`config.mk`:
```
export PLATFORM = sky130hd
export DESIGN_NAME = lpg_div
export DESIGN_NICKNAME = d
export VERILOG_FILES = /design/src/rtl/lpg_div.sv
export SDC_FILE = /design/constraint.sdc
export NUM_CORES = 1
export LEC_CHECK = 0
export BUFFER_PORTS_ARGS = -buffer_cell sky130_fd_sc_hd__buf_2
export CAP_MARGIN = 0
export CORE_UTILIZATION = 55
export CTS_BUF_LIST = sky130_fd_sc_hd__clkbuf_8
export CTS_CLUSTER_DIAMETER = 100
export CTS_CLUSTER_SIZE = 10
export DETAILED_ROUTE_END_ITERATION = 10
export PLACE_DENSITY = 0.71
export SETUP_SLACK_MARGIN = 0.02
export SYNTH_ARGS = -nofsm -noshare
export SYNTH_HDL_FRONTEND = slang
export SYNTH_SLANG_ARGS = --single-unit
```
`constraint.sdc`:
```
create_clock -name clk -period 6.7 [get_ports clk]
set_input_delay 1.675 -clock clk [delete_from_list [all_inputs] [get_ports clk]]
set_output_delay 1.675 -clock clk [all_outputs]
set_load 0.05 [all_outputs]
```
`src/rtl/lpg_div.sv`:
```
// lpg_div: pipelined restoring divider, 16 quotient bits, one bit per stage
// expects dividend < divisor * 2^16; saturation is handled outside
`default_nettype none
module lpg_div #(
	parameter int NW = 25
) (
	input  wire logic          clk,
	input  wire logic [NW-1:0] dividend,
	input  wire logic [15:0]   divisor,
	output logic      [15:0]   quotient
);
	logic [31:0] r_s [1:15];
	logic [15:0] d_s [1:15];
	logic [15:0] q_s [1:16];

	for (genvar j = 0; j < 16; j++) begin : g_st
		localparam int B = 15 - j;
		logic [31:0] r_cur, d_sh;
		logic [15:0] d_cur, q_cur;
		if (j == 0) begin : g_first
			assign r_cur = 32'(dividend);
			assign d_cur = divisor;
			assign q_cur = '0;
		end else begin : g_next
			assign r_cur = r_s[j];
			assign d_cur = d_s[j];
			assign q_cur = q_s[j];
		end
		assign d_sh = {16'b0, d_cur} << B;

		always_ff @(posedge clk) begin
			if (r_cur >= d_sh) begin
				q_s[j+1] <= q_cur | (16'b1 << B);
			end else begin
				q_s[j+1] <= q_cur;
			end
		end
		if (j < 15) begin : g_rem
			always_ff @(posedge clk) begin
				d_s[j+1] <= d_cur;
				if (r_cur >= d_sh) begin
					r_s[j+1] <= r_cur - d_sh;
				end else begin
					r_s[j+1] <= r_cur;
				end
			end
		end
	end

	assign quotient = q_s[16];
endmodule
`default_nettype wire

```
==> out/qor.yml <==
final_layout:
  num-fill-cells: 5234
  finalNetCount: 3979
  drive_gt1_frac: 0.0701
  layout_common_cells: "856 x dfxtp_1, 331 x inv_1, 287 x nand2_1"
  post-route-cell-area_um2: 37300
  area_growth_pct: 7.65
  final_common_cell: "dfxtp_1"
timing:
  fmaxAchievable_mhz: 262
  tightest_slew_ns: 1.23
  setup_violations: 0
  grt_setup_unrepaired: "false"
  fin_crit_ns: 3.82
  slew_violations: 0
  fin_crit_sh: 0.570
  hold_violations: 0
  slew_headroom: 0.178
  fin_tns_setup_ns: 0
  skew_ns: 0.0458
  timing.hold.ws_ns: 0.300
clock_tree:
  cts.sinks: 856
  numCtsBuffers: 95
  clkLatencyLatePin_ns: 0.72
  cts_buffer_depth: 3
  cts_root_buffer: "clkbuf_8"
  cts_resized: 0
  cts_setup_buffers: 0
  cts.clk_slew.worst_paths_ns: 0.08
  htreeDepth: 3
  cts_tree: "done"
  hold_buffers: 0
die:
  ios: 58
  start_util: 0.559
  die_area_um2: 64100
  dieWidth_um: 253
  die_h_um: 253
  coreArea_um2: 62100
  rows: 91
setup_path:
  crit_type: "input pin to flop"
  r2r_end: "r_s[3][59]"
  required_ns: 7.29
  rrSetupSlack_ns: 2.93
  r2r-start: "d_s[3][1]"
  critPathArrivalTime_ns: 4.41
  critPathLaunchType: "input pin"
  worstPathMaxFanout: 18
  end_kind: "flop"
  reg2reg_depth: 12
run:
  maxCapViolations: 0
grt:
  grt_usage: 0.209
  grt_overflow_total: 0
  grt_antenna_before_repair: 2
  grt_pass1_wl_um: 110000
  grt_pass1_vias: 23700
  grt_max_degree: 39
synthesis:
  synth_nets: 3877
  avgSynthCellArea_um2: 9.71
  synth_cell_type_count: 75
  yosysWarningCount: 0
  ys_ff_latch: 856
  ys.flop_type: "dfxtp_1"
  syn_inst: 3570
  async_reset_ff_frac: 0
  netlist_area_um2: 34700
  synth_edf_count: 0
  synth_seq_area_share: 0.494
detailed_routing:
  ant_nets: 0
  dr.pass1.iters: 7
  finalWirelength_um: 66400
  drc: 0
  vias_per_cell: 5.34
  via_count: 24100
  wl_per_cell_um: 14.7
  drt_iter0_markers: 1104
hold_path:
  hold_path.class: "flop to flop"
  hold_end: "q_s[0][245]"
  min_path_cells: 0
  hp-start: "q_s[0][229]"
outcome:
  status: "finished, final reports clean"
place:
  portBuffers: 57
  placed_cell_area_um2: 35900
  routabilityCongestion: 0.862
  hpwl_um: 51400
pwr:
  vdd_drop_max_mv: 0.232
  p_leak_nw: 16.6
  p_per_area_nw_per_um2: 439
[registers in the layout, indices dropped and copies added (netlist names)]
| name | cells |
|---|---|
| q_s | 136 |
| r_s | 480 |
| d_s | 240 |
[metrics by stage]
step / utilization / setup slack [ns] / instances / power [mW]
final: 0.602 / 2.88 / 4516 / 16.4
after global routing: 0.602 / 2.66 / 4516 / 17.6
after CTS: 0.601 / 2.94 / 4515 / 16.5
after global placement: 0.578 / 2.30 / 4412 / 13.4
after floorplan: - / 2.65 / 3570 / 12.1
after detailed placement: 0.578 / 2.21 / 4412 / 13.5
[layout make-up]
class	count	area, µm²	share of cell area
repair buffers	70	383	0.0103
inverters	331	1240	0.0333
flip-flops and latches	856	17100	0.459
diodes	1	2.50	0.0000670
clock inverters	7	119	0.00318
multi-input cells	2318	16100	0.431
clock buffers	96	1320	0.0354
well taps	837	1050	0.0281
[cell usage after synthesis (7+ instances only)]
| cell | n | area share |
|---|---|---|
| a2111oi_0 | 11 | 0.0028 |
| o41ai_1 | 7 | 0.0018 |
| a21oi_1 | 220 | 0.032 |
| nor3_1 | 75 | 0.011 |
| nand2_1 | 287 | 0.031 |
| xnor2_1 | 153 | 0.039 |
| o22ai_1 | 8 | 0.0014 |
| nand2b_1 | 52 | 0.0094 |
| nor2b_1 | 33 | 0.0060 |
| a21boi_0 | 11 | 0.0024 |
| o21a_1 | 36 | 0.0078 |
| dfxtp_1 | 856 | 0.49 |
| xor2_1 | 141 | 0.036 |
| o31a_1 | 17 | 0.0043 |
| or2_2 | 15 | 0.0027 |
| inv_1 | 331 | 0.036 |
| o211ai_1 | 12 | 0.0026 |
| or3_1 | 31 | 0.0056 |
| nand4_1 | 31 | 0.0056 |
| mux2_2 | 49 | 0.016 |
| fa_1 | 15 | 0.0087 |
| a211o_1 | 9 | 0.0023 |
| and2_1 | 12 | 0.0022 |
| nor2_1 | 193 | 0.021 |
| nor4b_1 | 10 | 0.0025 |
| a211oi_1 | 30 | 0.0065 |
| o311ai_0 | 7 | 0.0018 |
| a31oi_1 | 14 | 0.0025 |
| nand3b_1 | 7 | 0.0015 |
| and3_1 | 17 | 0.0031 |
| nand3_1 | 47 | 0.0068 |
| nand4b_1 | 15 | 0.0038 |
| or4_1 | 17 | 0.0037 |
| a21o_1 | 87 | 0.019 |
| o31ai_1 | 21 | 0.0045 |
| o21bai_1 | 26 | 0.0056 |
| ha_1 | 250 | 0.090 |
| nor4_1 | 48 | 0.0087 |
| o21ai_0 | 233 | 0.034 |
| clkbuf_1 | 62 | 0.0067 |
[layer usage]
layer | share of wire | track usage | routed length [µm]
met5 | 0 | 0 | 0
met4 | 0.037 | 0.0951 | 2420
met3 | 0.028 | 0.0293 | 1870
met2 | 0.53 | 0.406 | 35000
met1 | 0.41 | 0.219 | 27100
[worst max-delay path by stage]
stage	startpoint	to	slack, ns
after detailed placement	divisor[2]	r_s[0][56]	2.21
after global placement	dividend[17]	r_s[0][49]	2.30
after floorplan	divisor[2]	r_s[0][48]	2.65
after CTS	d_s[3][40]	r_s[3][124]	2.94
after global routing	d_s[3][1]	r_s[3][59]	2.66
final	divisor[2]	r_s[0][49]	2.88
[critical path, cell delays in order]
cell	delay (ns)
buf_2	0.09
inv_1	0.04
ha_1	0.34
a21o_1	0.21
a21o_1	0.19
a21oi_1	0.15
o21ai_0	0.12
o21a_1	0.15
a41o_1	0.23
a21oi_1	0.18
or4_1	0.61
mux2_2	0.40
[cell families after synthesis]
family	count (synthesis)	synth area share
compound gates	795	0.143
xor+xnor	294	0.0743
mux	55	0.0176
simple gates	909	0.129
fa+ha+maj	265	0.0989
buf+inv	396	0.0430
flops	856	0.494
[power breakdown]
| part | total [mW] | internal, mW | switching, mW | leakage (nW) |
|---|---|---|---|---|
| registers | 7.12 | 6.35 | 0.763 | 7.18 |
| clock network | 2.99 | 1.34 | 1.65 | 0.746 |
| logic | 6.28 | 2.86 | 3.42 | 8.68 |
Note: power is estimated with default switching activity, not from simulation.
