==> src/rtl/lpg_isqrt.sv <==
// lpg_isqrt: pipelined integer square root, one result bit per stage, 25 stages
// no dependencies
`default_nettype none
module lpg_isqrt (
	input  wire logic        clk,
	input  wire logic [49:0] radicand,
	output logic      [24:0] root
);
	logic [49:0] n_s    [1:24];
	logic [27:0] rem_s  [1:24];
	logic [24:0] root_s [1:25];

	for (genvar k = 0; k < 25; k++) begin : g_st
		logic [49:0] n_cur;
		logic [27:0] rem_cur, rem_new, trial;
		logic [24:0] root_cur;
		if (k == 0) begin : g_first
			assign n_cur    = radicand;
			assign rem_cur  = '0;
			assign root_cur = '0;
		end else begin : g_next
			assign n_cur    = n_s[k];
			assign rem_cur  = rem_s[k];
			assign root_cur = root_s[k];
		end
		assign rem_new = {rem_cur[25:0], n_cur[49:48]};
		assign trial   = {1'b0, root_cur, 2'b01};

		always_ff @(posedge clk) begin
			if (rem_new >= trial) begin
				root_s[k+1] <= {root_cur[23:0], 1'b1};
			end else begin
				root_s[k+1] <= {root_cur[23:0], 1'b0};
			end
		end
		if (k < 24) begin : g_rem
			always_ff @(posedge clk) begin
				n_s[k+1] <= {n_cur[47:0], 2'b00};
				if (rem_new >= trial) begin
					rem_s[k+1] <= rem_new - trial;
				end else begin
					rem_s[k+1] <= rem_new;
				end
			end
		end
	end

	assign root = root_s[25];
endmodule
`default_nettype wire

==> config.mk <==
export PLATFORM = sky130hd
export DESIGN_NAME = lpg_isqrt
export DESIGN_NICKNAME = d
export VERILOG_FILES = /design/src/rtl/lpg_isqrt.sv
export SDC_FILE = /design/constraint.sdc
export NUM_CORES = 2
export LEC_CHECK = 0
export BUFFER_PORTS_ARGS = -buffer_cell sky130_fd_sc_hd__buf_2
export CAP_MARGIN = 20
export CORE_MARGIN = 3
export CORE_UTILIZATION = 62
export CTS_CLUSTER_SIZE = 10
export DETAILED_ROUTE_END_ITERATION = 12
export GPL_TIMING_DRIVEN = 0
export MAX_ROUTING_LAYER = met4
export PLACE_DENSITY_LB_ADDON = 0.25
export SLEW_MARGIN = 20
export SYNTH_ARGS = -nofsm -noshare
export SYNTH_HDL_FRONTEND = slang
export SYNTH_SLANG_ARGS = --single-unit
==> constraint.sdc <==
create_clock -name clk -period 4.49 [get_ports clk]
set_input_delay 0.449 -clock clk [delete_from_list [all_inputs] [get_ports clk]]
set_output_delay 0.449 -clock clk [all_outputs]
set_load 0.02 [all_outputs]
==> insert_results.sql <==
INSERT INTO impl_metrics (metric_group, metric, value, unit) VALUES
('run_status', 'result_of_the_run', 'finished, final reports clean', ''),
('final_layout', 'stdcell_count', '6857', ''),
('detailed_routing', 'drtIter0Drc', '2425', ''),
('sta', 'max_freq', '248.7', 'MHz'),
('final_layout', 'number_of_antenna_cells_inserted', '0', ''),
('clock_network', 'clock_root_cell', 'clkbuf_16', ''),
('synthesis', 'netlist-cell-type-count', '80', ''),
('final_layout', 'layout-drive-gt1-share', '6.156', '%'),
('setup_path', 'worstPathRequired', '5.12', 'ns'),
('synthesis', 'postSynthRegisterBits', '1514', ''),
('setup_path', 'crit_path_end', 'rem_s[1][103]$_DFF_P_', ''),
('synthesis', 'synthAdderAreaFrac', '8.036', '%'),
('detailed_routing', 'post_detailed_route_via_to_cell_ratio', '5.551', ''),
('setup_path', 'worst_r2r_endpoint', 'rem_s[1][103]$_DFF_P_', ''),
('synthesis', 'synthesis.area', '54810', 'um2'),
('synthesis', 'synth_fp_nets', '5775', ''),
('synthesis', 'synth_compound_area_share', '12.43', '%'),
('synthesis', 'synth.top_cell.area_share', '55.30', '%'),
('detailed_routing', 'routed-wl-met2', '59.25', 'mm'),
('synthesis', 'largest_cells_by_area_after_synthesis', 'dfxtp_1 (55%), ha_1 (8.0%), xor2_1 (3.7%), xnor2_1 (3.6%), a21oi_1 (3.2%)', ''),
('sta', 'slew_headroom', '31.23', '%'),
('sta', 'hold-worst-slack', '0.2840', 'ns'),
('min_path', 'hp-class', 'register to register', ''),
('final_layout', 'finalNetCount', '6075', ''),
('placement', 'placement.io_buffers', '75', ''),
('grt', 'antenna_found_initial', '1', ''),
('synthesis', 'synth-main-ff-cell', 'dfxtp_1', ''),
('synthesis', 'netlist_top_cells_count', 'dfxtp_1 (1514), inv_1 (440), a21oi_1 (354), ha_1 (352), nand2_1 (345)', ''),
('synthesis', 'synthMuxAreaShare', '0.6666', '%'),
('placement', 'post-dp-hpwl', '83.39', 'mm'),
('sta', 'setup_viol_count_final', '0', ''),
('setup_path', 'worstReg2RegStart', 'root_s[9][8]$_DFF_P_', ''),
('sta', 'finalClockSkew', '0.04916', 'ns'),
('clock_network', 'cts_tree', 'yes', ''),
('clock_network', 'cts_buffers', '172', ''),
('detailed_routing', 'drc_errors', '0', ''),
('detailed_routing', 'drtPass1Iterations', '6', ''),
('setup_path', 'r2r_slack', '0.47', 'ns'),
('pwr', 'power.density', '585.4', 'nW/um2'),
('setup_path', 'critical_path_class', 'register to register', ''),
('clock_network', 'clk_pin_slew', '0.05', 'ns'),
('synthesis', 'post_synth_edffs', '0', ''),
('pwr', 'static-leakage-power', '29.35', 'nW'),
('sta', 'rsz0062_at_grt', 'no', ''),
('sta', 'final_period_minus_worst_setup_slack', '4.021', 'ns'),
('clock_network', 'clk_latency', '0.76', 'ns'),
('final_layout', 'syn2layout_area_growth', '13.18', '%'),
('grt', 'grt_max_degree', '17', ''),
('floorplanning', 'core-area', '87160', 'um2'),
('sta', 'worstMarginPinSlew', '1.023', 'ns'),
('detailed_routing', 'avgRoutedWirePerCell', '17.25', 'um'),
('final_layout', 'sequential_cell_area', '30310', 'um2'),
('grt', 'globalRouteTotalUtil', '26.29', '%'),
('synthesis', 'synth_simple_gate_area_share', '12.56', '%'),
('setup_path', 'r2r.worst_path.cells', '12', ''),
('setup_path', 'worstSetupStartpointType', 'register', ''),
('setup_path', 'setup.worst_path.end_class', 'register', ''),
('placement', 'globalplace.congestion', '0.9660', ''),
('grt', 'gr_overflow_total', '0', ''),
('floorplanning', 'floorplan.initialDensity', '62.88', '%'),
('clock_network', 'cts_buffer_depth', '3', ''),
('floorplanning', 'fp.dieH', '303.3', 'um'),
('grt', 'first_global_vias', '38090', ''),
('placement', 'post-place-cells', '6602', ''),
('sta', 'hold_violations', '0', ''),
('synthesis', 'async_flop_share', '0', '%'),
('detailed_routing', 'wl_met1', '49.78', 'mm'),
('synthesis', 'seq_area_frac_synth', '55.30', '%'),
('floorplanning', 'horizontal_extent_of_the_die', '303.3', 'um'),
('pwr', 'worst_ir_drop_vdd', '441.8', 'uV'),
('setup_path', 'worst-endpoint-arrival', '4.65', 'ns');
[cells in the final DEF, fill, tap and decap left out, types with 28 or more instances in the layout]
master,instances
clkbuf_1,93
and3_1,31
o21bai_1,28
o21a_1,81
nand2b_1,76
buf_2,75
or3_1,54
a21oi_1,354
dlygate4sd3_1,51
inv_1,440
nand3_1,92
nor2b_1,60
a31oi_1,29
ha_1,352
mux2_2,28
xor2_1,233
nor2_1,329
dfxtp_1,1514
o31ai_1,44
or4_1,28
xnor2_1,224
nand2_1,345
nand4_1,59
a21o_1,126
nor4_1,64
clkbuf_16,172
o21ai_0,262
nor3_1,127
[cell families (layout without fill, tap and decap cells)]
logic type,Yosys count,after routing
AOI/OAI and AO/OA,1095,1095
xor gates and xnor gates,457,457
adders and majority gates,352,352
buffers and inverters,539,869
DFF,1514,1514
muxes,33,33
other,1,1
and+or+nand+nor,1381,1381
[worst max-delay path, cell delays in order, from the launching register on]
cell	delay, ns
dfxtp_1	0.36
inv_1	0.06
ha_1	0.39
and4_1	0.30
nand4_1	0.22
or4_1	0.57
and3_1	0.23
o21a_1	0.11
a41oi_1	0.32
clkbuf_1	0.57
buf_1	0.54
nor2_1	0.08
a21oi_1	0.18
[per-stage QoR]
stage / setup WS (ns) / cell area [um2] / total power (W)
after floorplan: 1.243 / 54810 / 0.02221
after global placement: 0.4399 / 56630 / 0.02397
after detailed placement: 0.5587 / 56640 / 0.02414
after CTS: 0.5262 / 62030 / 0.03653
after global routing: 0.2606 / 62030 / 0.03809
final: 0.4693 / 62030 / 0.03632
[registers in the layout, indices dropped and copies added, names as in the netlist]
signal	cells
n_s	600
root_s	325
rem_s	589
[repair_timing]
| item | 4_1_cts | 5_1_grt |
|---|---|---|
| setup buffers | 0 | 0 |
| setup endpoints to repair | 0 | 0 |
| hold buffers | 51 | 0 |
| resized for setup | 0 | 0 |
| hold endpoints to repair | 51 | 0 |
[power breakdown]
group          switching, W  internal, W
registers           0.00167       0.0158
clock network       0.00518      0.00707
logic               0.00369      0.00291
[metal layers]
layer / up-vias / track usage [%]
li1: 18900 / -
met1: 17870 / 30.58
met2: 978 / 45.67
met3: 314 / 4.238
met4: 0 / 10.15
met5: - / -
[worst min-delay path by stage]
stage	start	cells past startpoint	to	slack (ns)
2_1_floorplan	n_s[0][50]$_DFF_P_	0	n_s[0][100]$_DFF_P_	0.31
3_3_place_gp	n_s[0][398]$_DFF_P_	0	n_s[0][448]$_DFF_P_	0.31
3_5_place_dp	n_s[0][104]$_DFF_P_	0	n_s[0][154]$_DFF_P_	0.31
4_1_cts	radicand[13]	2	n_s[0][61]$_DFF_P_	0.26
5_1_grt	radicand[44]	2	n_s[0][92]$_DFF_P_	0.28
6_report	n_s[0][565]$_DFF_P_	0	n_s[0][615]$_DFF_P_	0.28
[cell type report]
class	count	share of cell area (%)
clock inverter	19	0.7886
multi-input combinational	3319	36.24
inverter	443	2.681
buffer	96	0.5930
sequential	1514	48.86
timing repair buffer	126	1.428
tap	1155	2.330
clock buffer	185	7.081
Power figures use the tool's default switching activity.
