**config.mk**
```make
export PLATFORM = sky130hd
export DESIGN_NAME = lpg_err
export DESIGN_NICKNAME = d
export VERILOG_FILES = /design/src/rtl/lpg_pkg.sv /design/src/rtl/lpg_err.sv
export SDC_FILE = /design/constraint.sdc
export NUM_CORES = 1
export LEC_CHECK = 0
export BUFFER_PORTS_ARGS = -buffer_cell sky130_fd_sc_hd__buf_2
export CAP_MARGIN = 5
export CORE_MARGIN = 1
export CORE_UTILIZATION = 35
export DETAILED_ROUTE_END_ITERATION = 6
export GPL_ROUTABILITY_DRIVEN = 0
export PLACE_DENSITY = 0.61
export SLEW_MARGIN = 20
export SYNTH_ARGS = -nofsm -noshare
export SYNTH_HDL_FRONTEND = slang
export SYNTH_SLANG_ARGS = --single-unit
```
**constraint.sdc**
```tcl
create_clock -name clk -period 12.95 [get_ports clk]
set_input_delay 0.6475 -clock clk [delete_from_list [all_inputs] [get_ports clk]]
set_output_delay 0.6475 -clock clk [all_outputs]
set_load 0.05 [all_outputs]
```
**src/rtl/lpg_pkg.sv**
```systemverilog
// lpg_pkg: shared constants and the cordic arctangent table for the light-bar pair geometry unit
// no dependencies
`default_nettype none
package lpg_pkg;

	localparam int CORDIC_STAGES_DEF = 16;
	localparam int ANG_W             = 16;
	localparam int COORD_W           = 16;
	localparam int RATIO_W           = 16;
	localparam int ERR_W             = 14;
	localparam int ROLL_W            = 18;
	localparam int CX_W              = 28;
	localparam int CZ_W              = 36;

	localparam logic [14:0] ANG_HALF_PI = 15'd12868;
	localparam logic [14:0] ANG_PI      = 15'd25736;
	localparam logic signed [CZ_W-1:0] Z_PI = 36'sd3373259426;
	localparam logic [RATIO_W-1:0] SAT16 = 16'hFFFF;

	// atan(2^-i) in units of 2^-30 rad
	function automatic logic signed [CZ_W-1:0] cordic_atan(input int i);
		logic signed [CZ_W-1:0] v;
		case (i)
			0:  v = 36'sd843314857;
			1:  v = 36'sd497837829;
			2:  v = 36'sd263043837;
			3:  v = 36'sd133525159;
			4:  v = 36'sd67021687;
			5:  v = 36'sd33543516;
			6:  v = 36'sd16775851;
			7:  v = 36'sd8388437;
			8:  v = 36'sd4194283;
			9:  v = 36'sd2097149;
			10: v = 36'sd1048576;
			11: v = 36'sd524288;
			12: v = 36'sd262144;
			13: v = 36'sd131072;
			14: v = 36'sd65536;
			15: v = 36'sd32768;
			16: v = 36'sd16384;
			17: v = 36'sd8192;
			18: v = 36'sd4096;
			19: v = 36'sd2048;
			20: v = 36'sd1024;
			21: v = 36'sd512;
			22: v = 36'sd256;
			23: v = 36'sd128;
			default: v = '0;
		endcase
		return v;
	endfunction

endpackage
`default_nettype wire

```
**src/rtl/lpg_err.sv**
```systemverilog
// lpg_err: per-bar deviation from perpendicular, folded modulo pi, and the worse of the two
// depends on lpg_pkg; the mod-pi reduction and the final maximum are registered
`default_nettype none
module lpg_err (
	input  wire logic                              clk,
	input  wire logic signed [lpg_pkg::ANG_W-1:0]  left_angle,
	input  wire logic signed [lpg_pkg::ANG_W-1:0]  right_angle,
	input  wire logic signed [lpg_pkg::ROLL_W-1:0] roll,
	output logic             [lpg_pkg::ERR_W-1:0]  err
);
	import lpg_pkg::*;

	localparam logic signed [20:0] OFS = 21'sd102944 - 21'sd12868;
	localparam logic [19:0] P1 = 20'(ANG_PI);
	localparam logic [19:0] P2 = 20'(ANG_PI) << 1;
	localparam logic [19:0] P4 = 20'(ANG_PI) << 2;

	logic [14:0] rl_s1, rr_s1;

	// reduce a positive offset value (below 7 pi) modulo pi
	function automatic logic [14:0] mod_pi(input logic [19:0] v);
		logic [19:0] t;
		t = v;
		if (t >= P4) t = t - P4;
		if (t >= P2) t = t - P2;
		if (t >= P1) t = t - P1;
		return t[14:0];
	endfunction

	function automatic logic [14:0] fold(input logic [14:0] r);
		logic [14:0] c;
		c = ANG_PI - r;
		return (r <= c) ? r : c;
	endfunction

	logic signed [20:0] vl, vr;
	logic [14:0] el, er;

	assign vl = 21'(left_angle) + OFS - 21'(roll);
	assign vr = 21'(right_angle) + OFS - 21'(roll);

	always_ff @(posedge clk) begin
		rl_s1 <= mod_pi(vl[19:0]);
		rr_s1 <= mod_pi(vr[19:0]);
	end

	assign el = fold(rl_s1);
	assign er = fold(rr_s1);

	always_ff @(posedge clk) begin
		err <= (el > er) ? el[ERR_W-1:0] : er[ERR_W-1:0];
	end
endmodule
`default_nettype wire

```
==> qor.yml <==
status: "finished, final reports clean"
reg2reg_setup_slack_ps: 6720
slowest_stage: "a2111o_1"
hold_class: "flip-flop to flip-flop"
dpl_worst_slack_ps: 5320
cts_setup_buffers: 0
grt_pass1_vias: 8408
crit_arrival_ps: 7570
fin_setup_tns_ps: 0
drt-initial-drc-count: 688
htreeDepth: 2
grt_use_total_pct: 18.7
grt_pass1_wl_mm: 41.7
design.core.area_um2: 26000
grt_max_degree: 18
cts.sinks: 44
antenna_left: 0
worstSkewPairLatency_ps: 300
cap_violations: 0
setup_ws_ps: 5560
via_per_inst: 5.79
cts_root_buf: "clkbuf_16"
endpoint_kind: "flip-flop"
vias: 9368
io_buffers: 64
ys.flop_type: "dfxtp_1"
synth_nets: 1400
cp.required_ps: 13130
rsz0062_at_grt: "no"
synth-edff-count: 0
path_buf_inv: 2
hpwl_mm: 21.1
drive_above_1_share_pct: 10.5
place_inst: 1609
hold_viol_final: 0
max-vdd-ir-drop_mv: 0.189
area_growth_pct: 8.41
r2r-end: "err[4]"
critical_path.top_delay_family: "compound AO/OA/AOI/OAI gates"
route.detailed.drc: 0
power.density_nw_per_um2: 283
ys_async_sr_fraction_pct: 0
routed_wirelength_mm: 25.4
initial_core_util_pct: 35.5
cp_max_fo: 8
hold_depth: 2
p_leak_nw: 4.36
cp_num_cells: 27
critPathCapture: "rr_s1[11]"
antenna_cells: 0
final_cells: 1617
final_nets: 1443
max-clock-path-buffers: 2
wl_per_cell_um: 15.7
cp_common_cell: "ha_1"
dieWidth_um: 164
fmax_ghz: 0.135
critPathMaxStageDelay_ps: 610
die_area_um2: 27000
reg2regPathDepth: 28
avgSynthCellArea_um2: 7.45
yosysSeqAreaShare_pct: 9.55
cts_made_buffers: 5
die_y_um: 164
finClkSkew_ps: 7.18
min_period_ps: 7390
ctsResizeCount: 0
fin_crit_sh_pct: 57.1
cts_tree: "yes"
syn-cell-area_um2: 9220
ioPinCount: 65
ys_types: 110
crit_type: "input port to flip-flop"
slew_headroom_pct: 27.2
yosys_warnings: 0
worstSetupStartpoint: "roll[1]"
cp-start-kind: "input port"
overflow: 0
antenna_found_initial: 0
dr.pass1.iters: 5
nFillCells: 2766
postSynthCellCount: 1238
worst_pin_slew_ps: 1090
synth-seq-cells: 44
drv_slew: 0
finalSetupViolCount: 0
clk_pin_slew_ps: 60
timing.rr.start: "rl_s1[0]"
rows: 59
cts-hold-fix-buffers: 0
==> metal layers <==
layer | vias to the layer above | track usage (%) | routed length, µm
li1 | 4731 | - | -
met1 | 4343 | 27.7 | 13100
met2 | 274 | 29.5 | 10900
met3 | 20 | 1.01 | 1040
met4 | 0 | 3.83 | 327
met5 | - | 0 | 0
==> cell usage in the layout (no fill, tap or decap), types with 5 or more instances in the layout <==
master     instances
inv_1            130
ha_1             109
nand2_1           96
a21oi_1           90
o21ai_0           76
nor2_1            67
buf_2             64
xnor2_1           59
dfxtp_1           44
mux2i_1           43
nand3_1           36
nor3_1            33
a21o_1            32
a31oi_1           28
o211ai_1          24
xor2_1            22
and3_1            18
o21a_1            16
nand2b_1          15
or3_1             14
a211oi_1          13
nand4_1           11
and2_1            10
o21bai_1          10
nor4_1             8
and4_1             7
o21ai_1            7
or4_1              7
a211o_1            6
o311a_1            6
o22ai_1            5
nor4b_1            5
or2_2              5
o311ai_0           5
mux2_2             5
o31ai_1            5
nor2b_1            5
clkbuf_16          5
==> worst min-delay path by stage <==
stage	from	endpoint	slack [ps]
2_1_floorplan	rl_s1[0]	err[0]	470
3_3_place_gp	rl_s1[0]	err[0]	560
3_5_place_dp	rl_s1[0]	err[0]	590
4_1_cts	rl_s1[0]	err[0]	590
5_1_grt	rl_s1[0]	err[0]	630
6_report	rl_s1[0]	err[0]	610
==> power by group <==
| group | internal (W) | total (W) | switching [W] |
|---|---|---|---|
| Sequential | 0.000224 | 0.000291 | 0.0000668 |
| Combinational | 0.000939 | 0.00239 | 0.00145 |
| Clock | 0.0000905 | 0.000143 | 0.0000529 |
| Total | 0.00125 | 0.00283 | 0.00157 |
==> tightest hold or removal path: cells and delay by family (launching register included) <==
family | cells | cell delay [ps]
and+or+nand+nor | 1 | 60
AOI/OAI and AO/OA | 1 | 130
DFF | 1 | 340
==> per-stage QoR <==
| stage | instance area, µm² | power [W] | hold WS, ps | util (%) |
|---|---|---|---|---|
| after global routing | 10000 | 0.00310 | 625 | 38.5 |
| final | 10000 | 0.00283 | 608 | 38.5 |
| after detailed placement | 9830 | 0.00265 | 591 | 37.8 |
| after CTS | 9990 | 0.00281 | 594 | 38.5 |
| after global placement | 9830 | 0.00262 | 564 | 37.8 |
| after floorplan | 9220 | 0.00216 | 473 | - |
==> cell families (layout without fill, tap and decap cells) <==
logic type      count (synthesis)  count (layout)  share of synthesized area (%)
compound gates                429             429                           34.5
simple gates                  360             360                           20.1
buf+inv                       161             205                           7.03
fa+ha+maj                     111             111                           15.2
xor+xnor                       82              82                           7.87
mux                            51              51                           5.68
flops                          44              44                           9.55
==> Yosys cell counts (all sizes together) (18+ instances only) <==
master / count / share of area, %
nor3: 35 / 2.1
xnor2: 59 / 5.6
o211ai: 26 / 2.2
inv: 130 / 5.3
mux2i: 43 / 4.7
a21oi: 91 / 5.0
ha: 109 / 15
o21ai: 86 / 4.8
a31oi: 31 / 2.2
dfxtp: 44 / 9.5
nor2: 69 / 2.9
xor2: 23 / 2.3
a21o: 33 / 2.7
and3: 18 / 1.2
nand3: 37 / 2.1
nand2: 97 / 4.0
==> flip-flops by register name (all words and copies together) (netlist names) <==
name	cells
rr_s1	15
err	14
rl_s1	15
==> area by class of cell <==
type	instances	area (µm²)	share of cell area [%]
Clock buffer	5	125	1.25
Clock inverter	3	42.5	0.425
Inverter	130	488	4.88
Multi-Input combinational cell	1033	7700	77.0
Sequential cell	44	881	8.81
Tap cell	335	419	4.19
Timing Repair Buffer	67	343	3.43
No activity file was read; power rests on OpenSTA's default activity.
