## config.mk

```make
export PLATFORM = sky130hd
export DESIGN_NAME = lpg_cordic
export DESIGN_NICKNAME = d
export VERILOG_FILES = /design/src/rtl/lpg_pkg.sv /design/src/rtl/lpg_cordic.sv
export SDC_FILE = /design/constraint.sdc
export NUM_CORES = 2
export LEC_CHECK = 0
export BUFFER_PORTS_ARGS = -buffer_cell sky130_fd_sc_hd__buf_2
export CAP_MARGIN = 20
export CORE_MARGIN = 2
export CORE_UTILIZATION = 55
export CTS_BUF_LIST = sky130_fd_sc_hd__clkbuf_4
export DETAILED_ROUTE_END_ITERATION = 10
export PLACE_DENSITY = 0.68
export SYNTH_ARGS = -nofsm -noshare
export SYNTH_HDL_FRONTEND = slang
export SYNTH_SLANG_ARGS = --single-unit
```

## constraint.sdc

```tcl
create_clock -name clk -period 6.44 [get_ports clk]
set_input_delay 1.288 -clock clk [delete_from_list [all_inputs] [get_ports clk]]
set_output_delay 1.288 -clock clk [all_outputs]
set_load 0.02 [all_outputs]
```

## src/rtl/lpg_pkg.sv

```systemverilog
// lpg_pkg: shared constants and the cordic arctangent table for the light-bar pair geometry unit
// no dependencies
`default_nettype none
package lpg_pkg;

	localparam int CORDIC_STAGES_DEF = 16;
	localparam int ANG_W             = 16;
	localparam int COORD_W           = 16;
	localparam int RATIO_W           = 16;
	localparam int ERR_W             = 14;
	localparam int ROLL_W            = 18;
	localparam int CX_W              = 28;
	localparam int CZ_W              = 36;

	localparam logic [14:0] ANG_HALF_PI = 15'd12868;
	localparam logic [14:0] ANG_PI      = 15'd25736;
	localparam logic signed [CZ_W-1:0] Z_PI = 36'sd3373259426;
	localparam logic [RATIO_W-1:0] SAT16 = 16'hFFFF;

	// atan(2^-i) in units of 2^-30 rad
	function automatic logic signed [CZ_W-1:0] cordic_atan(input int i);
		logic signed [CZ_W-1:0] v;
		case (i)
			0:  v = 36'sd843314857;
			1:  v = 36'sd497837829;
			2:  v = 36'sd263043837;
			3:  v = 36'sd133525159;
			4:  v = 36'sd67021687;
			5:  v = 36'sd33543516;
			6:  v = 36'sd16775851;
			7:  v = 36'sd8388437;
			8:  v = 36'sd4194283;
			9:  v = 36'sd2097149;
			10: v = 36'sd1048576;
			11: v = 36'sd524288;
			12: v = 36'sd262144;
			13: v = 36'sd131072;
			14: v = 36'sd65536;
			15: v = 36'sd32768;
			16: v = 36'sd16384;
			17: v = 36'sd8192;
			18: v = 36'sd4096;
			19: v = 36'sd2048;
			20: v = 36'sd1024;
			21: v = 36'sd512;
			22: v = 36'sd256;
			23: v = 36'sd128;
			default: v = '0;
		endcase
		return v;
	endfunction

endpackage
`default_nettype wire

```

## src/rtl/lpg_cordic.sv

```systemverilog
// lpg_cordic: vectoring cordic giving the centre line angle, rounded to Q3.13
// depends on lpg_pkg; an input register, the iteration stages, then an output register
`default_nettype none
module lpg_cordic #(
	parameter int STAGES = lpg_pkg::CORDIC_STAGES_DEF
) (
	input  wire logic                               clk,
	input  wire logic signed [16:0]                 dx,
	input  wire logic signed [16:0]                 dy,
	output logic signed      [lpg_pkg::ROLL_W-1:0]  roll
);
	import lpg_pkg::*;

	logic signed [CX_W-1:0] x_s [0:STAGES];
	logic signed [CX_W-1:0] y_s [0:STAGES];
	logic signed [CZ_W-1:0] z_s [0:STAGES];
	logic                   zero_s [0:STAGES];
	logic signed [CX_W-1:0] x0, y0;
	logic signed [CZ_W-1:0] z_rnd;

	assign x0 = CX_W'(dx) <<< 8;
	assign y0 = CX_W'(dy) <<< 8;

	// left-pointing line: turn by pi first
	always_ff @(posedge clk) begin
		zero_s[0] <= (dx == '0) && (dy == '0);
		if (dx < 0) begin
			x_s[0] <= -x0;
			y_s[0] <= -y0;
			z_s[0] <= (dy >= 0) ? Z_PI : -Z_PI;
		end else begin
			x_s[0] <= x0;
			y_s[0] <= y0;
			z_s[0] <= '0;
		end
	end

	for (genvar i = 0; i < STAGES; i++) begin : g_it
		logic signed [CX_W-1:0] xs, ys;
		assign xs = x_s[i] >>> i;
		assign ys = y_s[i] >>> i;
		always_ff @(posedge clk) begin
			zero_s[i+1] <= zero_s[i];
			if (y_s[i] >= 0) begin
				x_s[i+1] <= x_s[i] + ys;
				y_s[i+1] <= y_s[i] - xs;
				z_s[i+1] <= z_s[i] + cordic_atan(i);
			end else begin
				x_s[i+1] <= x_s[i] - ys;
				y_s[i+1] <= y_s[i] + xs;
				z_s[i+1] <= z_s[i] - cordic_atan(i);
			end
		end
	end

	assign z_rnd = (z_s[STAGES] + 36'sd65536) >>> 17;

	always_ff @(posedge clk) begin
		if (zero_s[STAGES]) begin
			roll <= '0;
		end else begin
			roll <= z_rnd[ROLL_W-1:0];
		end
	end
endmodule
`default_nettype wire

```

==> flow_metrics.env <==
export IMPL_final_cells=12737
export IMPL_start_kind="register"
export IMPL_fin_worst_skew_ns=0.06939
export IMPL_crit_type="register to register"
export IMPL_grtUsageTotal_pct=26.22
export IMPL_async_flop_share_pct=0
export IMPL_cts_tree="built"
export IMPL_relSlewSlack_pct=29.51
export IMPL_cp_data_arrival_time_ns=5.93
export IMPL_syn_to_final_growth_pct=7.683
export IMPL_place_hpwl_um=173000
export IMPL_clockBufferDepth=4
export IMPL_synthCells=10169
export IMPL_min_path_type="input port to register"
export IMPL_grt_pass1_wl_um=351400
export IMPL_syn_area_per_cell_um2=8.532
export IMPL_required_ns=7.60
export IMPL_post_route_util_pct=59.74
export IMPL_rrSetupSlack_ns=1.67
export IMPL_ys_warn_count=0
export IMPL_fmax_ghz=0.2097
export IMPL_period_share_pct=74.04
export IMPL_yosys_most_used_dff="dfxtp_1"
export IMPL_tns_ns=0
export IMPL_firstDrtPassIters=6
export IMPL_die_w_um=401.2
export IMPL_synth_seq_cells=1246
export IMPL_wl_per_cell_um=17.04
export IMPL_clk_pin_slew_ns=0.06
export IMPL_final_nets=11556
export IMPL_min_period_ns=4.768
export IMPL_antenna_found_initial=7
export IMPL_cp_max_fo=5
export IMPL_hold_viol_final=0
export IMPL_ios=53
export IMPL_grt_max_degree=75
export IMPL_drc=0
export IMPL_grt_pass1_vias=70618
export IMPL_core_um2=156400
export IMPL_setup_viol=0
export IMPL_dp_cells=12151
export IMPL_detail_route_vias_per_cell=5.749
export IMPL_mostFrequentLayoutCell="dfxtp_1"
export IMPL_drv_cap=0
export IMPL_final_cell_mix="dfxtp_1 (1232), ha_1 (1045), xnor2_1 (996)"
export IMPL_overflow=0
export IMPL_drtAntennaViolNets=0
export IMPL_synth_seq_area_share_pct=28.75
export IMPL_std_cell_rows=145
export IMPL_fillers=14227
export IMPL_worstMarginPinSlew_ns=1.044
export IMPL_io_buffers=52
export IMPL_endpoint_kind="register"
export IMPL_status="finished, final reports clean"
export IMPL_syn_area_um2=86770
export IMPL_cts_sinks=1246
export IMPL_drive_above_1_share_pct=6.680
export IMPL_wirelength_um=217000
export IMPL_hold_slack_ns=0.1990
export IMPL_post_cts_buffers=0
export IMPL_grt_setup_unrepaired="false"
export IMPL_cts_buffers=346
export IMPL_ys_types=99
export IMPL_gp_congestion=0.9453
export IMPL_initial_utilization_pct=55.48
export IMPL_vias=73222
export IMPL_drv_slew=0
export IMPL_root_buffer="clkbuf_4"
export IMPL_die_h_um=401.2
export IMPL_first_iter_violations=4501
export IMPL_dieArea_um2=160900
export IMPL_cts_htree_levels=5
export IMPL_clk_latency_ns=1.33
export IMPL_synth_edf_count=0
==> worst max-delay path: stages, from the launching register on <==
cell      delay (ns)
dfxtp_1         0.35
nor4_1          0.38
nand2_1         0.14
or4_1           0.48
o41ai_1         0.34
xor2_1          0.18
ha_1            0.30
a21o_1          0.20
a21o_1          0.18
a21o_1          0.17
a21o_1          0.18
a21o_1          0.18
a21o_1          0.17
a221o_1         0.34
a31oi_1         0.24
o21ai_1         0.18
a211oi_1        0.33
a21oi_1         0.14
xor2_1          0.17
==> area by class of cell <==
type	count	area [um^2]	share of cell area, %
Antenna cell	6	15.01	0.01607
Inverter	478	1794	1.920
Sequential cell	1246	24960	26.72
Clock buffer	480	3603	3.857
Tap cell	2058	2575	2.756
Timing Repair Buffer	77	452.9	0.4848
Clock inverter	98	585.6	0.6267
Multi-Input combinational cell	8294	59440	63.62
==> logic make-up after synthesis <==
family / synth area share, %
simple gates: 15.49
xor+xnor: 15.43
fa+ha+maj: 16.07
flops: 28.75
other cells: 0.004322
compound gates: 20.47
buf+inv: 3.089
mux: 0.6922
==> flip-flops by register name, summed over array words and instances, names as in the netlist <==
| name | count |
|---|---|
| x_s | 373 |
| z_s | 448 |
| y_s | 390 |
| roll | 18 |
| zero_s | 17 |
==> layer usage <==
layer	global-route usage (%)	part of all wire (%)
met1	30.32	42
met2	46.87	49
met3	4.318	4.5
met4	12.52	4.5
met5	0	0
==> cell usage after synthesis (20+ instances only) <==
cell | n | area (um^2)
o21ai_1 | 25 | 125.1
a211o_1 | 22 | 192.7
clkbuf_1 | 184 | 690.7
o41ai_1 | 71 | 621.9
xor2_1 | 533 | 4668
nor2_1 | 730 | 2740
a211oi_1 | 59 | 442.9
o21ai_0 | 561 | 2808
a21o_1 | 329 | 2470
or2_2 | 36 | 225.2
ha_1 | 1045 | 13080
or3_1 | 147 | 919.6
inv_1 | 474 | 1779
a31oi_1 | 85 | 531.8
nand2_1 | 665 | 2496
maj3_1 | 20 | 200.2
a31o_2 | 36 | 315.3
fa_1 | 33 | 660.6
o21bai_1 | 172 | 1291
xnor2_1 | 996 | 8723
o211ai_1 | 39 | 292.8
nand4_1 | 70 | 437.9
nor3_1 | 263 | 1316
mux2i_1 | 60 | 600.6
o31ai_1 | 191 | 1434
a21boi_0 | 54 | 405.4
and3_1 | 97 | 606.8
and2_1 | 48 | 300.3
buf_1 | 37 | 138.9
dfxtp_1 | 1246 | 24940
a21oi_1 | 799 | 3999
nand3_1 | 222 | 1111
o21a_1 | 87 | 653.1
nor2b_1 | 121 | 757.0
nor4_1 | 67 | 419.2
nand2b_1 | 135 | 844.6
or4_1 | 82 | 615.6
==> metrics by stage <==
step / setup WS, ns / area, um^2
2_1_floorplan: 1.370 / 87070
3_3_place_gp: 1.758 / 89210
3_5_place_dp: 1.689 / 89210
4_1_cts: 1.630 / 93420
5_1_grt: 1.203 / 93430
6_report: 1.672 / 93430
==> worst paths after layout <==
kind / from / to / cells past startpoint
max reg2reg: x_s[11][15] / y_s[12][27] / 18
min reg2reg: zero_s[0][7] / zero_s[0][8] / 0
max: x_s[11][15] / y_s[12][27] / 18
min: dx[15] / x_s[0][23] / 2
==> timing repair <==
action | 4_1_cts | 5_1_grt
resized for setup | 0 | 0
hold buffers | 2 | 0
endpoints found under the hold margin | 2 | 0
Power is not shown: default switching activity piles up to over one toggle a cycle in this logic, so the estimate is an artifact.
