[config.mk]
export PLATFORM = sky130hd
export DESIGN_NAME = lpg_delay
export DESIGN_NICKNAME = d
export VERILOG_FILES = /design/src/rtl/lpg_delay.sv
export SDC_FILE = /design/constraint.sdc
export NUM_CORES = 1
export LEC_CHECK = 0
export BUFFER_PORTS_ARGS = -buffer_cell sky130_fd_sc_hd__clkbuf_2
export CAP_MARGIN = 5
export CORE_AREA = 10 10 47 49
export DETAILED_ROUTE_END_ITERATION = 10
export DIE_AREA = 0 0 57 59
export GPL_TIMING_DRIVEN = 0
export SKIP_CTS_REPAIR_TIMING = 1
export SLEW_MARGIN = 10
export SYNTH_ARGS = -nofsm -noshare
export SYNTH_HDL_FRONTEND = slang
export SYNTH_SLANG_ARGS = --single-unit
[constraint.sdc]
create_clock -name clk -period 0.8 [get_ports clk]
set_clock_uncertainty 0.1 [all_clocks]
set_input_delay 0.08 -clock clk [delete_from_list [all_inputs] [get_ports clk]]
set_output_delay 0.08 -clock clk [all_outputs]
set_load 0.02 [all_outputs]
[src/rtl/lpg_delay.sv]
// lpg_delay: fixed-depth shift register that keeps side data aligned with the arithmetic units
// no dependencies
`default_nettype none
module lpg_delay #(
	parameter int W     = 16,
	parameter int DEPTH = 1
) (
	input  wire logic         clk,
	input  wire logic [W-1:0] din,
	output logic      [W-1:0] dout
);
	logic [W-1:0] tap_q [0:DEPTH-1];

	always_ff @(posedge clk) begin
		tap_q[0] <= din;
		for (int k = 1; k < DEPTH; k++) begin
			tap_q[k] <= tap_q[k-1];
		end
	end

	assign dout = tap_q[DEPTH-1];
endmodule
`default_nettype wire

==> results.md, run 1 <==
- Status: complete, but fails checks
- Violated checks: setup timing
- Die H: 59 um
- Routed Antenna Nets: 0
- Overall global routing resource usage: 5.07%
- Initial antenna violation count: 0
- Post-Route Setup TNS: -1.55 ns
- Largest net degree at the start of global routing: 10
- Post-synth EDFFs: 0
- Clock Path Buffers: 2
- RSZ-0062 raised after global routing: yes
- Design area: 817 um2
- Syn Nets: 33
- GPL Wtd Cong: 0.544
- Number of max-slew violations in the final report: 0
- Fmax: between 1000 and 1500 MHz
- Clock-pin slew on the worst setup and hold paths: approximately 0.090 ns
- Worst Path Max Fanout: 1
- Mapped cell area: roughly 320 um2
- Sw Ratio: a little over a fifth
- Final Hold Fails: 0
- Buffers on Ports: 32
- Average size of a mapped cell: 20.0 um2
- Final WS setup: -0.101 ns
- Syn Inst Count: 16
- Clock power frac: 31.3%
- Max Cap Violations: 0
- Least-Margin Pin Slew: between 0.08 and 0.09 ns
- Hold Crit Class: in -> reg
- Top_reg_cell synth: dfxtp_1
- Clk Tree Root Cell: clkbuf_4
- Largest register by flop count: tap_q
- Vias in the first global route: 314
- Ranking of synthesized cells by area: dfxtp_1
- Crit end category: output port
- Crit-path max cell delay: 0.33 ns
- Share of cells above drive strength 1: approximately three quarters
- Ys async rst share: 0%
- Relative slew margins: 94.1%
- Largest delay share family, worst path: flip-flops
- Starting density of the core: 22.9%
- WP data required: 0.62 ns
- Post-synthesis sequential area ratio: 100%
- GRT overflow: 0
- Most instantiated library cell after synthesis: dfxtp_1
- Synth Warn #: 0
- First-pass GRT wire length: 1340 um
- Placed cell area: about 500 um2
- Sequential power share: ~54%
- H-tree levels: 1
- Footprint of the multi-input gates: 0 um2
- WHS Endpoint: tap_q[0][3]
- Pwr dens: 1980 mW/mm2
- Final Setup Violations: 16
- Int Power: about 1300 uW
- 1st-pass router iterations: 2
- Finished Core Util: approximately three fifths
- Cell variety after synth: 1
- Worst Path Arrival: 0.72 ns
- #MultiIn Comb: 0
- Routed vias: 314
- FP Rows: 14
- Inst Count DP: 64
- Residual DRC count: 0
- Vias per inst: 3.74
- TritonCTS sink count: 16
- Worst setup SP type: flip-flop
- Core ar.: 0.00140 mm2
- Leakage: 0.000386 uW
- CTS Buf Count: 3
- Hold path start: din[3]
- CTS tree: yes
- Critical path type: reg -> out
- Average wire per standard cell: 12.6 um
- Synth Register Bits: 16
- Ports: 33
- CP Buf/Inv Count: 1
- Minimum clock period: 0.901 ns
- Setup WS pre-CTS: 0.159 ns
- VDD IR max: ~880 uV
- 1st-iter DRT viols: 3
- Fin crit share: 113%
- Share of the synthesized area in the top cell type: 100%
- Inserted Diodes: 0
- Routed Wire Length: 1060 um
- Slowest-stage cell, CP: dfxtp_2
- Top cell type by total area after synthesis: dfxtp_1
- Crit path cell chain: buf_6
- Area of the die: 0.00336 mm2
- Top cells by count, synth: dfxtp_1
- Nets: 86
- Largest regs: tap_q (16)
- Logic pwr share: 15.2%
- Finished Layout Cells: 84
- Worst hold stages: 2
- Net Sw Power: about 340 uW
- Die W: 57 um
- Largest register FFs: 16
- P&R area growth vs syn: 155%
- Fillers: 119
==> power by group through the flow <==
| stage | Clock (uW) | Combinational [uW] | Sequential [uW] |
|---|---|---|---|
| 3_3_place_gp | 0 | 134 | 866 |
| 3_5_place_dp | 0 | 136 | 868 |
| 5_1_grt | 566 | 262 | 870 |
| 2_1_floorplan | 0 | 0 | 924 |
| 4_1_cts | 530 | 136 | 850 |
| 6_report | 506 | 246 | 866 |
==> per-stage QoR <==
| step | power (uW) | hold WS (ns) |
|---|---|---|
| 4_1_cts | 1520 | -0.210 |
| 6_report | 1620 | 0.339 |
| 3_3_place_gp | 1000 | 0.0830 |
| 3_5_place_dp | 1000 | 0.0848 |
| 2_1_floorplan | 924 | 0.00772 |
| 5_1_grt | 1700 | 0.333 |
==> routing by layer <==
layer | track usage (%) | vias up | part of all wire, %
li1 | - | 153 | -
met1 | 3.79 | 146 | 27
met2 | 8.84 | 15 | 62
met3 | 4.08 | 0 | 11
met4 | 3.02 | 0 | 0
met5 | 0 | - | 0
==> placed cells by master, fill, tap and decap left out <==
master,n
clkbuf_8,1
buf_6,16
clkbuf_4,3
dlygate4sd3_1,16
clkbuf_2,16
dfxtp_2,16
==> how the worst max path moves through the flow <==
stage | start | endpoint | slack [ns] | cells after the start
2_1_floorplan | tap_q[0][0] | dout[0] | 0.22 | 0
3_3_place_gp | tap_q[0][15] | dout[15] | 0.17 | 1
3_5_place_dp | tap_q[0][14] | dout[14] | 0.16 | 1
4_1_cts | tap_q[0][14] | dout[14] | -0.15 | 1
5_1_grt | tap_q[0][7] | dout[7] | -0.15 | 1
6_report | tap_q[0][5] | dout[5] | -0.10 | 1
==> cells by family after synthesis <==
group and synth area share (%):
flip-flops 100
==> final cells by class <==
cell class | instances | area [um2] | area share (%)
clock buffers | 4 | 36.3 | 4.44
repair buffers | 48 | 420 | 51.5
well taps | 16 | 20.0 | 2.45
flip-flops and latches | 16 | 340 | 41.7
(Power assumes the default switching activity.)
==> inputs of run 2 (changes only) <==
Settings changed: CELL_PAD_IN_SITES_DETAIL_PLACEMENT from default to 0, CELL_PAD_IN_SITES_GLOBAL_PLACEMENT from default to 1, CORE_AREA 10 10 47 49 to default, CORE_MARGIN from default to 10, CORE_UTILIZATION from default to 20, DIE_AREA 0 0 57 59 to default, PLACE_DENSITY_LB_ADDON from default to 0.1.
==> run 2 against run 1 <==
  * The run still ends with setup timing left
  * Fmax fell by 0.58%
  * Cell count unchanged
  * Die area up 7.1%
  * Setup slack got worse by 0.0053 ns
  * Global-route usage up 0.41 points
  * Sequential share of layout area unchanged
  * Critical path type unchanged
  * Largest power group unchanged
  * Highest routed layer is now met4
==> results.md, run 2 (synthesis results as in run 1) <==
- Fin crit share: 113%
- Hold path start: din[8]
- Critical path type: reg -> out
- Buffers on Ports: 32
- RSZ-0062 raised after global routing: yes
- Number of max-slew violations in the final report: 0
- Logic pwr share: 15.1%
- CTS Buf Count: 3
- Vias in the first global route: between 300 and 400
- GPL Wtd Cong: 0.548
- Average wire per standard cell: between 10 and 15 um
- Clock-pin slew on the worst setup and hold paths: 0.09 ns
- Largest register by flop count: tap_q
- Largest net degree at the start of global routing: 10
- Sequential power share: 53.4%
- WP data required: 0.62 ns
- Sw Ratio: 21.2%
- Fmax: about 1100 MHz
- Routed vias: 311
- Worst Path Arrival: 0.73 ns
- Overall global routing resource usage: under 10%
- Nets: 86
- Routed Antenna Nets: 0
- Worst Path Max Fanout: 1
- Hold Crit Class: in -> reg
- Clk Tree Root Cell: clkbuf_4
- Crit path cell chain: buf_6
- Die W: 60.0 um
- Vias per inst: between 3 and 4
- VDD IR max: 1090 uV
- Worst setup SP type: flip-flop
- Relative slew margins: 94.0%
- #MultiIn Comb: 0
- Pwr dens: 1990 mW/mm2
- Max Cap Violations: 0
- Net Sw Power: 344 uW
- Starting density of the core: roughly a fifth
- First-pass GRT wire length: 1400 um
- Leakage: 0.000386 uW
- 1st-iter DRT viols: 1
- FP Rows: 14
- Slowest-stage cell, CP: dfxtp_2
- Least-Margin Pin Slew: 0.0901 ns
- Area of the die: 0.00360 mm2
- P&R area growth vs syn: 155%
- H-tree levels: 1
- Finished Layout Cells: 84
- Commonest cells after routing, fill and taps aside: dlygate4sd3_1, clkbuf_2, buf_6, dfxtp_2, clkbuf_4
- Inserted Diodes: 0
- Ports: 33
- Clock power frac: around a third
- Largest regs: tap_q (16)
- Final Hold Fails: 0
- Int Power: 1280 uW
- 1st-pass router iterations: 2
- Clock Path Buffers: 2
- Largest delay share family, worst path: flip-flops
- Worst hold stages: 2
- Share of cells above drive strength 1: 76.5%
- Minimum clock period: 0.906 ns
- Final Power: 1620 uW
- CTS tree: yes
- GRT overflow: 0
- Finished Core Util: a little over half
- Violated checks: setup timing
- Final Setup Violations: 16
- Status: complete, but fails checks
- Inst Count DP: 64
- Crit end category: output port
- Routed Wire Length: 1050 um
- Footprint of the multi-input gates: 0 um2
- WHS Endpoint: tap_q[0][8]
- Die H: 60.0 um
- Final WS setup: -0.106 ns
- TritonCTS sink count: 16
- Core ar.: 0.00151 mm2
- Largest register FFs: 16
- Initial antenna violation count: 0
- Residual DRC count: 0
- CP Buf/Inv Count: 1
- Crit-path max cell delay: 0.33 ns
==> run 2: worst max path at each step <==
stage | startpoint | end | slack (ns) | depth (start not counted)
after global placement | tap_q[0][9] | dout[9] | 0.17 | 1
final | tap_q[0][12] | dout[12] | -0.11 | 1
after CTS | tap_q[0][13] | dout[13] | -0.17 | 1
after floorplan | tap_q[0][0] | dout[0] | 0.22 | 0
after detailed placement | tap_q[0][13] | dout[13] | 0.15 | 1
after global routing | tap_q[0][3] | dout[3] | -0.15 | 1
==> run 2: final cells by class <==
cell class / count / area (um2)
clock buffers: 4 / 36.3
flip-flops and latches: 16 / 340
well taps: 16 / 20.0
fillers: 141 / 689
repair buffers: 48 / 420
==> run 2: power groups by stage <==
stage	registers (uW)	logic, uW	clock network [uW]
floorplan	924	0	0
global placement	866	135	0
finish	866	245	511
global route	872	263	598
CTS	850	136	536
detailed placement	868	136	0
==> run 2: per-layer routing <==
metal	vias to the layer above	GRT usage (%)	wire [um]
met5	-	0	0
met4	0	2.88	12
met3	2	5.51	143
met2	18	8.24	582
met1	138	4.59	310
li1	153	-	-
==> run 2: per-stage QoR <==
stage                     worst slack [ns]  instance area, um2  TNS (ns)  hold slack [ns]
after global placement               0.169                 500         0           0.0821
after global routing                -0.154                 817     -2.33            0.312
after detailed placement             0.147                 500         0           0.0840
after CTS                           -0.171                 537     -2.41           -0.212
after floorplan                      0.225                 320         0          0.00772
final                               -0.106                 817     -1.58            0.335
==> inputs of run 3 (changes only) <==
Settings changed: CORE_UTILIZATION 20 to 23.
Clock period 0.8 ns to 1.09 ns, I/O delays scaled along.
==> run 3 against run 2 <==
  * The run now ends clean
  * Setup slack improved by 0.23 ns
  * Count of clock-buffer cells in the layout unchanged
  * Die area fell by 8.8%
  * Utilization down 0.77 points
  * Via count shrank 2.9%
  * Sequential share of layout area grew 4.4 points
  * Critical path depth is the same
  * Clock power is 27% lower
  * First-iteration DRC count fell by 100%
  * Non-clock buffer count is the same
  * Sequential power fell by 28%
  * Combinational power shrank 42%
  * Critical endpoint is now dout[0]
==> results.md, run 3 (synthesis results as in run 1) <==
- First-pass GRT wire length: 1320 um
- Max Cap Violations: 0
- Hold path start: din[15]
- 1st-iter DRT viols: 0
- Largest register FFs: 16
- Register Area: 320 um2
- Commonest cells after routing, fill and taps aside: clkbuf_2, dlygate4sd3_1, dfxtp_1, clkbuf_4, clkbuf_8
- Fmax: a little over 1000 MHz
- Crit end category: output port
- GPL Wtd Cong: 0.575
- Share of cells above drive strength 1: 52.9%
- Average wire per standard cell: 11.8 um
- Clk Tree Root Cell: clkbuf_4
- CTS tree: yes
- RSZ-0062 raised after global routing: no
- CP startpoint: tap_q[0][0]
- Area of the die: 0.00329 mm2
- Hold Crit Class: in -> reg
- Initial antenna violation count: 0
- Final Setup Violations: 0
- Routed vias: between 300 and 400
- Largest register by flop count: tap_q
- Stages on worst setup path: 1
- Nets: 86
- Die H: approximately 57 um
- Footprint of the multi-input gates: 0 um2
- P&R area growth vs syn: 117%
- Worst Path Max Fanout: 1
- Die W: approximately 57 um
- Vias in the first global route: 296
- Worst hold stages: 2
- H-tree levels: 1
- Final Hold Fails: 0
- #MultiIn Comb: 0
- Least-Margin Pin Slew: 0.132 ns
- Clock-pin slew on the worst setup and hold paths: 0.09 ns
- Critical path type: reg -> out
- FP Rows: 13
- CTS Buf Count: 3
- Crit path cell chain: clkbuf_2
- Slowest-stage cell, CP: dfxtp_1
- Relative slew margins: 91.3%
- Crit-path max cell delay: 0.32 ns
- Vias per inst: 3.64
- Commonest non-fill, non-tap cell in the layout: clkbuf_2
- Overall global routing resource usage: 5.45%
- Largest delay share family, worst path: flip-flops
- Starting density of the core: between 20% and 30%
- Pwr dens: 1630 mW/mm2
- Buffers on Ports: 32
- Worst Setup EP: dout[0]
- Minimum clock period: 0.964 ns
- WP data required: 0.88 ns
- 1st-pass router iterations: 1
- Number of max-slew violations in the final report: 0
- Core ar.: 0.00130 mm2
- CP Buf/Inv Count: 1
- Routed Antenna Nets: 0
- Worst setup SP type: flip-flop
- Finished Layout Cells: between 80 and 90
- Worst Path Arrival: 0.75 ns
- Status: finished clean
- TritonCTS sink count: 16
- Routed Wire Length: a little under 1000 um
- Fillers: between 100 and 150
- VDD IR max: 856 uV
- Placed cell area: 499 um2
- Largest net degree at the start of global routing: 10
- Fin crit share: 88.4%
- Leakage: about 0.00036 uW
- Clock Path Buffers: 2
- Inst Count DP: 63
- Residual DRC count: 0
- Final Power: 1140 uW
- GRT overflow: 0
- Ports: 33
- Inserted Diodes: 0
- Largest regs: tap_q (16)
- Post-Route Setup TNS: 0 ns
- Design area: approximately 700 um2
==> run 3: changes by cell type in the layout (fill, tap and decap cells not counted) <==
cell / previous run / this run
buf_6: 16 / 0
clkbuf_2: 16 / 32
dfxtp_2: 16 / 0
dfxtp_1: 0 / 16
==> run 3: metal layers <==
| metal | part of all wire [%] | vias up | wire [um] | GRT usage (%) |
|---|---|---|---|---|
| met5 | 0 | - | 0 | 0 |
| met4 | 0 | 0 | 0 | 4.03 |
| met3 | 17 | 0 | 168 | 4.65 |
| met2 | 54 | 16 | 532 | 9.46 |
| met1 | 28 | 133 | 278 | 3.64 |
| li1 | - | 153 | - | - |
==> run 3: power breakdown <==
part	switching, uW	internal, uW
registers	6.69	616
logic	65.9	76.8
clock network	169	203
==> run 3: through the flow <==
| step | utilization, % | hold slack, ns | worst slack (ns) |
|---|---|---|---|
| floorplan | - | 0.0367 | 0.486 |
| global placement | 38.4 | 0.111 | 0.428 |
| detailed placement | 38.4 | 0.113 | 0.422 |
| CTS | 41.2 | -0.182 | 0.105 |
| global route | 53.5 | 0.361 | 0.0681 |
| finish | 53.5 | 0.369 | 0.126 |
==> run 3: worst min-delay path by stage <==
stage	endpoint	slack, ns
after floorplan	tap_q[0][0]	0.04
final	tap_q[0][15]	0.37
after CTS	tap_q[0][3]	-0.18
after detailed placement	tap_q[0][2]	0.11
after global placement	tap_q[0][11]	0.11
after global routing	tap_q[0][0]	0.36
==> run 3: cell type report <==
cell class	instances	share of cell area [%]
clock buffers	4	5.22
flip-flops and latches	16	46.0
well taps	15	2.70
repair buffers	48	46.0
